**config.mk**
```make
export PLATFORM = sky130hd
export DESIGN_NAME = tkml_ram
export DESIGN_NICKNAME = d
export VERILOG_FILES = /design/src/rtl/tkml_ram.sv
export SDC_FILE = /design/constraint.sdc
export NUM_CORES = 1
export LEC_CHECK = 0
export ABC_CLOCK_PERIOD_IN_PS = 2200
export BUFFER_PORTS_ARGS = -buffer_cell sky130_fd_sc_hd__buf_2
export CAP_MARGIN = 10
export CORE_MARGIN = 2
export CORE_UTILIZATION = 40
export CTS_CLUSTER_SIZE = 14
export DETAILED_ROUTE_END_ITERATION = 16
export SYNTH_ARGS = -nofsm -noshare
export SYNTH_HDL_FRONTEND = slang
export SYNTH_SLANG_ARGS = --single-unit
```
**constraint.sdc**
```tcl
create_clock -name clk -period 2.2 [get_ports clk]
set_clock_uncertainty 0.1 [all_clocks]
set_input_delay 0.55 -clock clk [delete_from_list [all_inputs] [get_ports clk]]
set_output_delay 0.55 -clock clk [all_outputs]
set_load 0.01 [all_outputs]
```
**src/rtl/tkml_ram.sv**
```systemverilog
// Generic simple dual-port RAM with registered read.
`timescale 1ns / 1ps

module tkml_ram #(
  parameter int WIDTH = 8,
  parameter int DEPTH = 16
) (
  input  logic                     clk,
  input  logic                     we,
  input  logic [$clog2(DEPTH)-1:0] waddr,
  input  logic [WIDTH-1:0]         wdata,
  input  logic [$clog2(DEPTH)-1:0] raddr,
  output logic [WIDTH-1:0]         rdata
);

  logic [WIDTH-1:0] mem [DEPTH];

  always_ff @(posedge clk) begin
    if (we) begin
      mem[waddr] <= wdata;
    end
    rdata <= mem[raddr];
  end

endmodule

```
-- Yosys cells after proc, flatten, opt, wreduce, memory -nomap -nowiden
Memories as Yosys holds them, arrays and structs flattened. A register that Yosys moved wholly into a read port is not among the register bits.
Cells that the tools add are included.
- flip-flop bits (word level): 0
- bits in writable memories: 128
- input bits: 18
- memories kept: 1
- memories (name ; words ; width ; read ports ; clocked after Yosys merged registers in ; wr ports ; RTL line ; text):
    mem ; 16 ; 8 ; 1 ; 1 ; 1 ; 16 ; logic [WIDTH-1:0] mem [DEPTH];
- muxes and demuxes: 2
- operator list (cell ; count):
    1-bit two-way mux ; 2

-- Longest topological paths before layout
- depth after elaboration: 2
- mapped depth: 5

-- Worst setup path after synthesis
OpenSTA, ideal clock, no wires.
- kind: input to register
- from: input waddr[2]
- to: memory mem[0][0] (enable)
- library setup time: 0.383 ns
- arrival: 1.660 ns
- required time: 1.717 ns
- path slack: 0.057 ns
- stages on the path: 2
- path through: or3b_2 > nor3_1
- RTL lines (item ; RTL line ; text):
    from (decl) ; 10 ; input logic [$clog2(DEPTH)-1:0] waddr,
    to (decl) ; 16 ;
Straight into the memory's write port.

==> metrics.cfg <==
[status]
status=finished clean

[yosys]
ys_warn_count=0
synth_common_cells=edfxtp_1, mux4_2, a22oi_1
syn-instance-count=229
synth_edf_count=128
synth_top_area_share_pct=74.7
yosysTopAreaCell=edfxtp_1
yosysSeqAreaShare_pct=77.8
synth_nets=247
syn_area_per_cell_um2=22.5
synth-async-reset-ratio_pct=0
synth.distinct_cells=19
syn_area_um2=5150
synth_ff_type=edfxtp_1
synth_seq_cells=136
synth_area_leaders=edfxtp_1, mux4_2, mux4_1
synthMostInstantiatedCell=edfxtp_1

[place]
gp_congestion=0.705
portBuffers=25
dpl.hpwl_mm=6.07
dpl-instance-area_um2=5640

[clocking]
cts_max_path_buffers=2
numCtsBuffers=17
clock_latency_ps=410
htreeDepth=4
cts_tree=done
hold_buffers=0
clock-sinks=136
root_buffer=clkbuf_16
clk_pin_slew_ps=60
post_cts_buffers=0
cts_resized=0

[power_and_ir_drop]
power_mw=6.13
p_leak_nw=2.13
power.density_nw_per_um2=979
ir_drop_uv=573

[setup_path]
critPathKind=in -> reg
start_kind=primary input
crit_arrival_ps=1840
critical_path_required_ps=2400
crit_fanout=14
reg2regPathDepth=3
endpoint_kind=register

[cells_and_area]
diodes=0
final_cell_area_um2=6260
fillCellCount=998
multi_input_area_um2=1060
nets=304
drive_gt1_share_pct=32.4
regArea_um2=4000
syn_to_final_growth_pct=21.6

[floorplan]
fp.dieW_um=117
start_util_pct=41.0
placementRows=41
pin_count=26
dieHeight_um=117
coreArea_um2=12600
fp.dieArea_um2=13800

[detailed_routing]
vias=2389
drt.antenna.violating_nets=0
drc=0
wl_per_cell_um=20.4
routed_wl_mm=9.59
first_pass_iters=6
avgViaCountPerCell=5.07
first_iter_violations=192

[sta]
relSlewSlack_pct=72.8
tns_ps=0
min_period_over_period_pct=74.8
tightest_slew_ps=408
setup_viol=0
rsz0062_at_grt=no
hold_viol=0
period_needed_ps=1650
fmax_mhz=608
slew_viol_final=0

[worst_hold_path]
worstHoldPathType=in -> reg
min_delay_path_depth=1

[global_routing]
grt_pass1_vias=2465
grt-ovfl-total=0
grt.total_usage_pct=15.1
antenna_found_initial=0
grt_max_degree=17
grt_pass1_wl_mm=14.6

[run]
cap_violations=0

-- final cells by class --
type	instances	area share (%)
well taps	172	3.44
clock buffers	20	7.14
clock inverters	12	2.80
repair buffers	48	5.76
flip-flops and latches	136	64.0
multi-input cells	83	16.9
-- sequential cells by signal (all words and copies together), names as in the netlist --
register	count
mem	128
rdata	8
-- cells in the final DEF, fill, tap and decap left out --
master,synthesis,final
buf_2,3,25
nand3_1,1,1
nand2b_1,2,2
and2b_1,1,1
mux4_2,18,18
clkbuf_1,0,2
nor2b_1,1,1
bufinv_16,0,4
mux4_1,14,14
clkbuf_16,0,17
buf_12,0,5
nand3b_1,2,2
clkbuf_8,0,1
nor2_1,13,13
a22oi_1,16,16
inv_6,0,1
clkinv_2,0,3
nor3_1,4,4
or3b_2,1,1
clkinv_4,0,1
buf_4,1,18
clkinvlp_4,0,3
and2_1,1,1
nand2_1,9,9
edfxtp_1,128,128
dfxtp_1,8,8
-- stage by stage --
step | utilization (%) | hold slack (ps) | std cells | setup slack, ps
after floorplan | - | 529 | 229 | 57.1
after global placement | 44.8 | 551 | 439 | 122
after detailed placement | 44.8 | 559 | 439 | 124
after CTS | 49.8 | 415 | 471 | 555
after global routing | 49.8 | 415 | 471 | 524
final | 49.8 | 426 | 471 | 555
-- where the power goes --
part           internal [mW]  total [mW]  switching (mW)
clock network           1.92        2.93            1.01
logic                  0.128       0.283           0.154
registers               2.90        2.91          0.0148
total                   4.95        6.13            1.18
-- kinds of logic after synthesis --
kind of cell / Yosys count / synth area share (%)
AO/OA/AOI/OAI: 16 / 2.33
buffers and inverters: 10 / 1.68
flip-flops: 136 / 77.8
multiplexers: 32 / 15.0
AND/OR/NAND/NOR: 35 / 3.18
-- layer usage --
metal	global-route usage [%]	part of all wire, %	vias up
met4	6.10	1.8	0
met1	18.4	44	1250
met3	4.72	3.7	11
met5	0	0	-
li1	-	-	1085
met2	25.0	51	43
-- worst max-delay path, stage by stage --
cell and delay (ps):
buf_2 140, buf_12 180, mux4_1 570, a22oi_1 310, nand2_1 90
-- path summary, 6_finish.rpt --
| check | start | end | slack (ps) |
|---|---|---|---|
| max | raddr[0] | rdata[3] | 550 |
| min | wdata[5] | mem[6][5] | 430 |
| max reg2reg | mem[1][3] | rdata[3] | 730 |
| min reg2reg | mem[14][6] | rdata[6] | 570 |
Note: power is estimated with default switching activity, not from simulation.
