**src/rtl/tkml_pkg.sv**
```systemverilog
// Shared types and constants for the top-k minimum list.
`timescale 1ns / 1ps

package tkml_pkg;

  localparam logic [31:0] SENTINEL = 32'hFFFF_FFFF;

  localparam logic [1:0] OP_INSERT = 2'd0;
  localparam logic [1:0] OP_READ   = 2'd1;
  localparam logic [1:0] OP_CLEAR  = 2'd2;

  typedef enum logic [2:0] {
    S_IDLE,
    S_CLEAR,
    S_SCAN,
    S_DECIDE,
    S_SHIFT,
    S_PLACE,
    S_READ,
    S_RDOUT
  } state_t;

  typedef struct packed {
    logic [15:0] tag;
    logic        reversed;
    logic [7:0]  start2;
    logic [7:0]  start1;
    logic [7:0]  start0;
    logic [7:0]  na;
    logic [2:0]  ih;
  } payload_t;

  typedef struct packed {
    logic [31:0] score;
    payload_t    pay;
  } entry_t;

  // flags from the shared score comparator
  typedef struct packed {
    logic near;
    logic below;
  } cmp_flags_t;

  typedef struct packed {
    logic        accepted;
    logic        duplicate;
    logic [6:0]  rank;
    logic [31:0] threshold;
    entry_t      entry;
  } result_t;

endpackage

```
**src/rtl/tkml_cmp.sv**
```systemverilog
// Shared score comparator: near-duplicate test and ordering test.
`timescale 1ns / 1ps

module tkml_cmp
  import tkml_pkg::*;
(
  input  logic [31:0] cand,
  input  logic [31:0] stored,
  input  logic [15:0] tol,
  output cmp_flags_t  flags
);

  logic [31:0] diff;

  always_comb begin
    flags.below = cand < stored;
    diff        = (cand > stored) ? (cand - stored) : (stored - cand);
    flags.near  = diff < {16'd0, tol};
  end

endmodule

```
**config.mk**
```make
export PLATFORM = sky130hd
export DESIGN_NAME = tkml_cmp
export DESIGN_NICKNAME = d
export VERILOG_FILES = /design/src/rtl/tkml_pkg.sv /design/src/rtl/tkml_cmp.sv
export SDC_FILE = /design/constraint.sdc
export NUM_CORES = 1
export LEC_CHECK = 0
export BUFFER_PORTS_ARGS = -buffer_cell sky130_fd_sc_hd__buf_2
export CORE_ASPECT_RATIO = 0.75
export CORE_MARGIN = 2
export CORE_UTILIZATION = 59
export DETAILED_ROUTE_END_ITERATION = 8
export PLACE_DENSITY = 0.85
export SYNTH_ARGS = -nofsm -noshare
export SYNTH_HDL_FRONTEND = slang
export SYNTH_SLANG_ARGS = --single-unit
```
**constraint.sdc**
```tcl
create_clock -name vclk -period 5.85
set_input_delay 0.2925 -clock vclk [all_inputs]
set_output_delay 0.2925 -clock vclk [all_outputs]
set_load 0.05 [all_outputs]
```
Word-level counts from Yosys, hierarchy flattened
Index checks and enable logic that the tools add are counted.
- register bits after elaboration: 0
- input port bits: 80
- output and inout port bits: 2
- logic and storage cells: 6
- $add $sub $neg: 2
- $lt $le $gt $ge: 3
- mux-type cells: 1
- operators with widths (cell ; number):
    subtractor 32 bit ; 2
    greater-than comparator 32 bit ; 1
    less-than comparator 32 x 16 -> 1 bit ; 1
    less-than comparator 32 bit ; 1
    2-to-1 mux 32 bit ; 1

Depth between registers and ports, before layout
Gate-level depths: netlist of run 1.
- word-level depth: 3
- mapped depth: 24
- mapped depth without buffers: 21

Least setup slack after synthesis of run 1
Ideal clock, no wire load.
- kind: input to output
- start point: in cand[13]
- end point: out flags[1] (netlist bit)
- arrival time: 4.493 ns
- required time: 5.558 ns
- slack: 1.064 ns
- stages: 21
- buffers on the path: 4
- cell sequence: inv_1 > ha_1 > buf_2 > nand4_1 > or3_1 > or4_4 > o21ai_2 > buf_4 > buf_6 > buf_4 > nor2_1 > a311oi_1 > xnor2_1 > ha_1 > a21o_1 > a21oi_1 > a21oi_1 > o311ai_0 > o2111ai_1 > nor4_1 > and4_1
- RTL lines (what ; RTL line ; RTL):
    start, declared ; tkml_cmp.sv:7 ; input logic [31:0] cand,
    end, declared ; tkml_cmp.sv:10 ; output cmp_flags_t flags

==> impl_metrics.prom, run 1 <==
# TYPE chip_impl_metric gauge
chip_impl_info{name="status",value="completed"} 1
chip_impl_metric{name="n_antenna_cell",unit=""} 0
chip_impl_metric{name="mappedNetlistNets",unit=""} 797
chip_impl_metric{name="floorplan.die_area",unit="mm^2"} 0.00770
chip_impl_metric{name="core",unit="mm^2"} 0.00680
chip_impl_metric{name="ys_seq_area_share",unit="%"} 0
chip_impl_metric{name="critPathArrivalTime",unit="ns"} 5.06
chip_impl_metric{name="avgSynthCellArea",unit="um^2"} 6.49
chip_impl_metric{name="standard_cell_rows",unit=""} 26
chip_impl_metric{name="die_width",unit="um"} 101
chip_impl_metric{name="setup_viol",unit=""} 0
chip_impl_metric{name="all_layer_gr_usage",unit="%"} 32.9
chip_impl_metric{name="synth_cell_type_count",unit=""} 58
chip_impl_metric{name="power.density",unit="mW/mm^2"} 122
chip_impl_metric{name="drt_first_iter_violations",unit=""} 645
chip_impl_metric{name="synthToLayoutAreaGrowth",unit="%"} 10.7
chip_impl_metric{name="tightestPinTransition",unit="ns"} 0.799
chip_impl_metric{name="hold_viol_final",unit=""} 0
chip_impl_metric{name="clock_buffers",unit=""} 0
chip_impl_metric{name="drv_slew",unit=""} 0
chip_impl_metric{name="drt_first_pass_iters",unit=""} 5
chip_impl_metric{name="n_sequential_cell",unit=""} 0
chip_impl_metric{name="post-cts-setup-buffer-count",unit=""} 0
chip_impl_metric{name="synth.cell_area",unit="mm^2"} 0.00413
chip_impl_info{name="timing.setup.critical_path_class",value="input port to output port"} 1
chip_impl_metric{name="place_congestion",unit=""} 0.988
chip_impl_metric{name="route.antenna.remaining_nets",unit=""} 0
chip_impl_metric{name="dr_drc_count",unit=""} 0
chip_impl_metric{name="period_share",unit="%"} 91.5
chip_impl_metric{name="netlist_instances",unit=""} 637
chip_impl_metric{name="cp_data_required_time",unit="ns"} 5.56
chip_impl_metric{name="dp.final_hpwl",unit="um"} 11100
chip_impl_metric{name="synthMuxAreaShare",unit="%"} 1.21
chip_impl_metric{name="seqCellArea",unit="um^2"} 0
chip_impl_metric{name="avgRoutedWirePerCell",unit="um"} 16.8
chip_impl_metric{name="multi_input_comb_area",unit="mm^2"} 0.00366
chip_impl_metric{name="synth-compound-area-share",unit="%"} 37.0
chip_impl_metric{name="critical_path.max_fanout",unit=""} 11
chip_impl_info{name="hold_crit_class",value="input port to output port"} 1
chip_impl_metric{name="synth_xor_xnor_area_share",unit="%"} 6.14
chip_impl_metric{name="nets",unit=""} 860
chip_impl_metric{name="hold_depth",unit=""} 6
chip_impl_metric{name="fmax",unit="GHz"} 0.187
chip_impl_metric{name="slew-limit-headroom",unit="%"} 46.8
chip_impl_metric{name="largest_net_degree_at_the_start_of_global_routing",unit=""} 29
chip_impl_metric{name="boundaryPins",unit=""} 82
chip_impl_metric{name="die_y",unit="um"} 76.5
chip_impl_info{name="most-common-layout-cells",value="inv_1 (86), buf_2 (82), ha_1 (78)"} 1
chip_impl_metric{name="placedInstanceArea",unit="mm^2"} 0.00457
chip_impl_info{name="hold_path_end",value="flags[0]"} 1
chip_impl_metric{name="setup_total_negative_slack",unit="ns"} 0
chip_impl_info{name="critPathCaptureType",value="output port"} 1
chip_impl_metric{name="grt_first_pass_wirelength",unit="um"} 21300
chip_impl_info{name="worst_hold_start",value="cand[31]"} 1
chip_impl_info{name="startpoint_types",value="input port"} 1
chip_impl_metric{name="grt_pass1_vias",unit=""} 4393
chip_impl_metric{name="share_of_post_route_cells_with_drive_strength_above_1",unit="%"} 14.6
chip_impl_metric{name="synthesized_area_fraction_occupied_by_adder_cells",unit="%"} 24.6
chip_impl_info{name="rsz0062_at_grt",value="no"} 1
chip_impl_metric{name="leakagePower",unit="nW"} 2.40
chip_impl_metric{name="fillCellCount",unit=""} 652
chip_impl_info{name="layout_commonest_cell",value="inv_1"} 1
chip_impl_metric{name="yosys_warnings",unit=""} 0
chip_impl_metric{name="count_of_max_cap_constraint_violations",unit=""} 0
chip_impl_metric{name="yosys.area_share.simple",unit="%"} 19.7
chip_impl_metric{name="finalWirelength",unit="um"} 13100
chip_impl_info{name="combinational_family_with_the_most_area_after_synthesis",value="compound AO/OA/AOI/OAI gates"} 1
chip_impl_metric{name="antenna_found_initial",unit=""} 0
chip_impl_metric{name="grt-ovfl-total",unit=""} 0
chip_impl_metric{name="viasPerCell",unit=""} 6.42
chip_impl_metric{name="routed_vias",unit=""} 5019
chip_impl_metric{name="peakVddDrop",unit="mV"} 0.0605
chip_impl_metric{name="post-route-cell-area",unit="mm^2"} 0.00458
chip_impl_metric{name="initial_utilization",unit="%"} 60.8
chip_impl_metric{name="period_needed",unit="ns"} 5.35
chip_impl_metric{name="numPortBuffers",unit=""} 82
[synthesized netlist by cell type, types with 7 or more instances]
master,number,area (um^2)
o211ai_1,10,75.1
o21ai_0,44,220
a211oi_1,7,52.6
nor2b_1,9,56.3
xor2_1,14,123
nor2_1,50,188
o21a_1,18,135
clkbuf_1,13,48.8
ha_1,78,976
a21o_1,19,143
nand4_1,17,106
nand2_1,53,199
inv_1,86,323
a31oi_1,9,56.3
buf_2,15,75.1
xnor2_1,15,131
nand3_1,10,50.1
a21oi_1,72,360
nor3_1,10,50.1
[power by group]
group	leakage (nW)	total (mW)	switching, mW	internal, mW
combinational	2.40	0.558	0.336	0.222
clock	0	0	0	0
sequential	0	0	0	0
[cell type report]
cell class,instances,share of cell area [%]
multi-input cells,520,80.0
repair buffers,92,10.6
inverters,86,7.05
well taps,84,2.30
[kinds of logic after synthesis]
group | after synthesis
fa+ha+maj | 80
compound gates | 234
mux | 5
simple gates | 172
buf+inv | 117
xor+xnor | 29
[worst max-delay path, cell delays in order]
cell and delay [ns]:
buf_2 0.09, inv_1 0.04, ha_1 0.49, a21oi_1 0.17, o21ai_0 0.43, a21oi_1 0.13, o31ai_1 0.39, o21a_2 0.35
nor2_1 0.07, a221o_1 0.31, a32oi_2 0.30, xnor2_1 0.21, ha_1 0.31, a21oi_1 0.14, nor2b_1 0.05, o311ai_0 0.36
o2111ai_1 0.16, nor4_1 0.25, and4_1 0.23, buf_2 0.26
[stage by stage]
step / hold WS [ns] / instances / setup slack (ns) / power [mW] / util (%)
floorplan: 1.07 / 637 / 1.06 / 0.394 / -
global placement: 1.28 / 782 / 0.531 / 0.532 / 67.3
detailed placement: 1.28 / 782 / 0.425 / 0.539 / 67.3
CTS: 1.28 / 782 / 0.424 / 0.542 / 67.3
global route: 1.34 / 782 / 0.0918 / 0.613 / 67.3
finish: 1.27 / 782 / 0.497 / 0.558 / 67.3
[what timing repair did]
action,CTS,global route
hold buffers,0,0
resized for setup,0,1
setup endpoints to repair,0,1
[routing by layer]
layer | GRT usage [%] | part of all wire, %
met1 | 52.2 | 47
met2 | 47.3 | 40
met3 | 5.32 | 13
met4 | 2.74 | 0.87
met5 | 0 | 0
[how the worst max path moves through the flow]
stage / from / to / slack (ns) / cells past startpoint
floorplan: cand[13] / flags[1] / 1.06 / 21
global placement: cand[17] / flags[1] / 0.53 / 20
detailed placement: cand[17] / flags[1] / 0.43 / 20
CTS: cand[17] / flags[1] / 0.42 / 20
global route: cand[17] / flags[1] / 0.09 / 20
finish: cand[17] / flags[1] / 0.50 / 20
No activity file was read; power rests on OpenSTA's default activity.
==> run 2: changes to the inputs <==
- CORE_ASPECT_RATIO: 0.75 -> unset
- GPL_ROUTABILITY_DRIVEN: unset -> 0
- REMOVE_ABC_BUFFERS: unset -> 1
==> run 2 against run 1 <==
  * Final area fell by 0.33%
  * Clock-buffer cell count did not move
  * Utilization fell by 0.17 points
  * Wire length fell by 5.2%
  * Via count rose by 1.9%
  * Combinational power fell by 1%
  * Worst hold slack improved by 0.018 ns
  * First-iteration DRC count rose by 2.9%
  * Sequential cell count did not move
  * Die area barely moved
  * Critical path depth rose by 1
  * Maximum frequency fell by 4.8%
  * Critical endpoint unchanged
==> impl_metrics.prom, run 2 (synthesis results as in run 1) <==
# TYPE chip_impl_metric gauge
chip_impl_metric{name="dp.final_hpwl",unit="um"} 10300
chip_impl_info{name="status",value="completed"} 1
chip_impl_metric{name="count_of_max_cap_constraint_violations",unit=""} 0
chip_impl_metric{name="synthToLayoutAreaGrowth",unit="%"} 10.3
chip_impl_metric{name="routed_vias",unit=""} 5116
chip_impl_metric{name="all_layer_gr_usage",unit="%"} 31.2
chip_impl_info{name="timing.setup.critical_path_class",value="input port to output port"} 1
chip_impl_metric{name="leakagePower",unit="nW"} 2.38
chip_impl_metric{name="fmax",unit="GHz"} 0.178
chip_impl_metric{name="n_sequential_cell",unit=""} 0
chip_impl_metric{name="antenna_found_initial",unit=""} 0
chip_impl_metric{name="share_of_post_route_cells_with_drive_strength_above_1",unit="%"} 14.1
chip_impl_info{name="critPathCaptureType",value="output port"} 1
chip_impl_metric{name="layout.cells.non_filler",unit=""} 790
chip_impl_metric{name="die_width",unit="um"} 87.7
chip_impl_metric{name="placedInstanceArea",unit="mm^2"} 0.00456
chip_impl_metric{name="finalWirelength",unit="um"} 12500
chip_impl_metric{name="setup_viol",unit=""} 0
chip_impl_metric{name="die_y",unit="um"} 87.7
chip_impl_metric{name="post-place-ws",unit="ns"} 0.305
chip_impl_metric{name="avgRoutedWirePerCell",unit="um"} 15.8
chip_impl_info{name="most-common-layout-cells",value="inv_1 (86), buf_2 (82), ha_1 (78)"} 1
chip_impl_metric{name="layout_setup_ws",unit="ns"} 0.225
chip_impl_metric{name="hold_viol_final",unit=""} 0
chip_impl_metric{name="grt_first_pass_wirelength",unit="um"} 20200
chip_impl_metric{name="core",unit="mm^2"} 0.00679
chip_impl_info{name="rsz0062_at_grt",value="no"} 1
chip_impl_metric{name="post-layout-total-power",unit="mW"} 0.552
chip_impl_metric{name="standard_cell_rows",unit=""} 30
chip_impl_metric{name="clock_buffers",unit=""} 0
chip_impl_metric{name="n_antenna_cell",unit=""} 0
chip_impl_metric{name="grt_pass1_vias",unit=""} 4658
chip_impl_metric{name="post-route-cell-area",unit="mm^2"} 0.00456
chip_impl_metric{name="largest_net_degree_at_the_start_of_global_routing",unit=""} 29
chip_impl_metric{name="tightestPinTransition",unit="ns"} 0.784
chip_impl_metric{name="drt_first_iter_violations",unit=""} 664
chip_impl_metric{name="hold_depth",unit=""} 6
chip_impl_metric{name="placed_cells_incl_taps",unit=""} 790
chip_impl_metric{name="viasPerCell",unit=""} 6.48
chip_impl_metric{name="route.antenna.remaining_nets",unit=""} 0
chip_impl_metric{name="setup_total_negative_slack",unit="ns"} 0
chip_impl_metric{name="critPathArrivalTime",unit="ns"} 5.33
chip_impl_metric{name="drt_first_pass_iters",unit=""} 6
chip_impl_metric{name="dr_drc_count",unit=""} 0
chip_impl_metric{name="peakVddDrop",unit="mV"} 0.0631
chip_impl_metric{name="power.density",unit="mW/mm^2"} 121
chip_impl_metric{name="initial_utilization",unit="%"} 60.8
chip_impl_info{name="startpoint_types",value="input port"} 1
chip_impl_metric{name="cp_data_required_time",unit="ns"} 5.56
chip_impl_metric{name="floorplan.die_area",unit="mm^2"} 0.00769
chip_impl_metric{name="seqCellArea",unit="um^2"} 0
chip_impl_info{name="layout_commonest_cell",value="inv_1"} 1
chip_impl_metric{name="grt-ovfl-total",unit=""} 0
chip_impl_metric{name="nets",unit=""} 856
chip_impl_metric{name="period_needed",unit="ns"} 5.63
chip_impl_metric{name="boundaryPins",unit=""} 82
chip_impl_metric{name="numPortBuffers",unit=""} 82
chip_impl_metric{name="drv_slew",unit=""} 0
chip_impl_metric{name="critical_path.max_fanout",unit=""} 28
chip_impl_metric{name="slew-limit-headroom",unit="%"} 47.7
chip_impl_info{name="hold_crit_class",value="input port to output port"} 1
chip_impl_metric{name="period_share",unit="%"} 96.2
run 2: cell types whose count changed in the layout (fill, tap and decap cells not counted), sizes merged:
cell	delta
buf	-4
run 2: report_power, final:
| part | total (mW) | internal, mW | switching [mW] |
|---|---|---|---|
| clock network | 0 | 0 | 0 |
| registers | 0 | 0 | 0 |
| logic | 0.552 | 0.221 | 0.331 |
run 2: final cells by class:
type | count | area, um^2
Fill cell | 638 | 2230
Inverter | 86 | 323
Multi-Input combinational cell | 520 | 3660
Tap cell | 96 | 120
Timing Repair Buffer | 88 | 455
run 2: timing repair:
action,CTS,global route
buffers inserted,0,0
hold buffers,0,0
setup endpoints to repair,0,1
gates resized for setup,0,1
run 2: per-layer routing:
metal / global-route usage (%) / vias up / wire [um]
met5: 0 / - / 0
met4: 9.65 / 0 / 534
met1: 42.6 / 2262 / 5160
met3: 2.54 / 81 / 1270
met2: 51.9 / 374 / 5490
li1: - / 2399 / -
run 2: path summary, 6_finish.rpt:
kind / from / end / slack (ns)
min: cand[31] / flags[0] / 1.29
max: cand[16] / flags[1] / 0.22
run 2: per-stage QoR:
| step | hold slack (ns) | utilization [%] |
|---|---|---|
| finish | 1.29 | 67.1 |
| global route | 1.32 | 67.1 |
| detailed placement | 1.29 | 67.1 |
| global placement | 1.29 | 67.1 |
| CTS | 1.29 | 67.1 |
| floorplan | 1.07 | - |
run 2: worst max-delay path: stages:
cell       delay (ns)
buf_2            0.09
inv_1            0.04
ha_1             0.49
nand2_1          0.15
nor2_1           0.34
nand4_1          0.19
or4_4            0.52
o21ai_2          0.10
buf_4            0.37
nor2_1           0.07
a311oi_1         0.26
xnor2_1          0.17
ha_1             0.28
a21o_1           0.19
a21oi_1          0.14
a21oi_1          0.09
o311ai_0         0.49
o2111ai_1        0.21
nor4_1           0.31
and4_1           0.26
buf_2            0.26
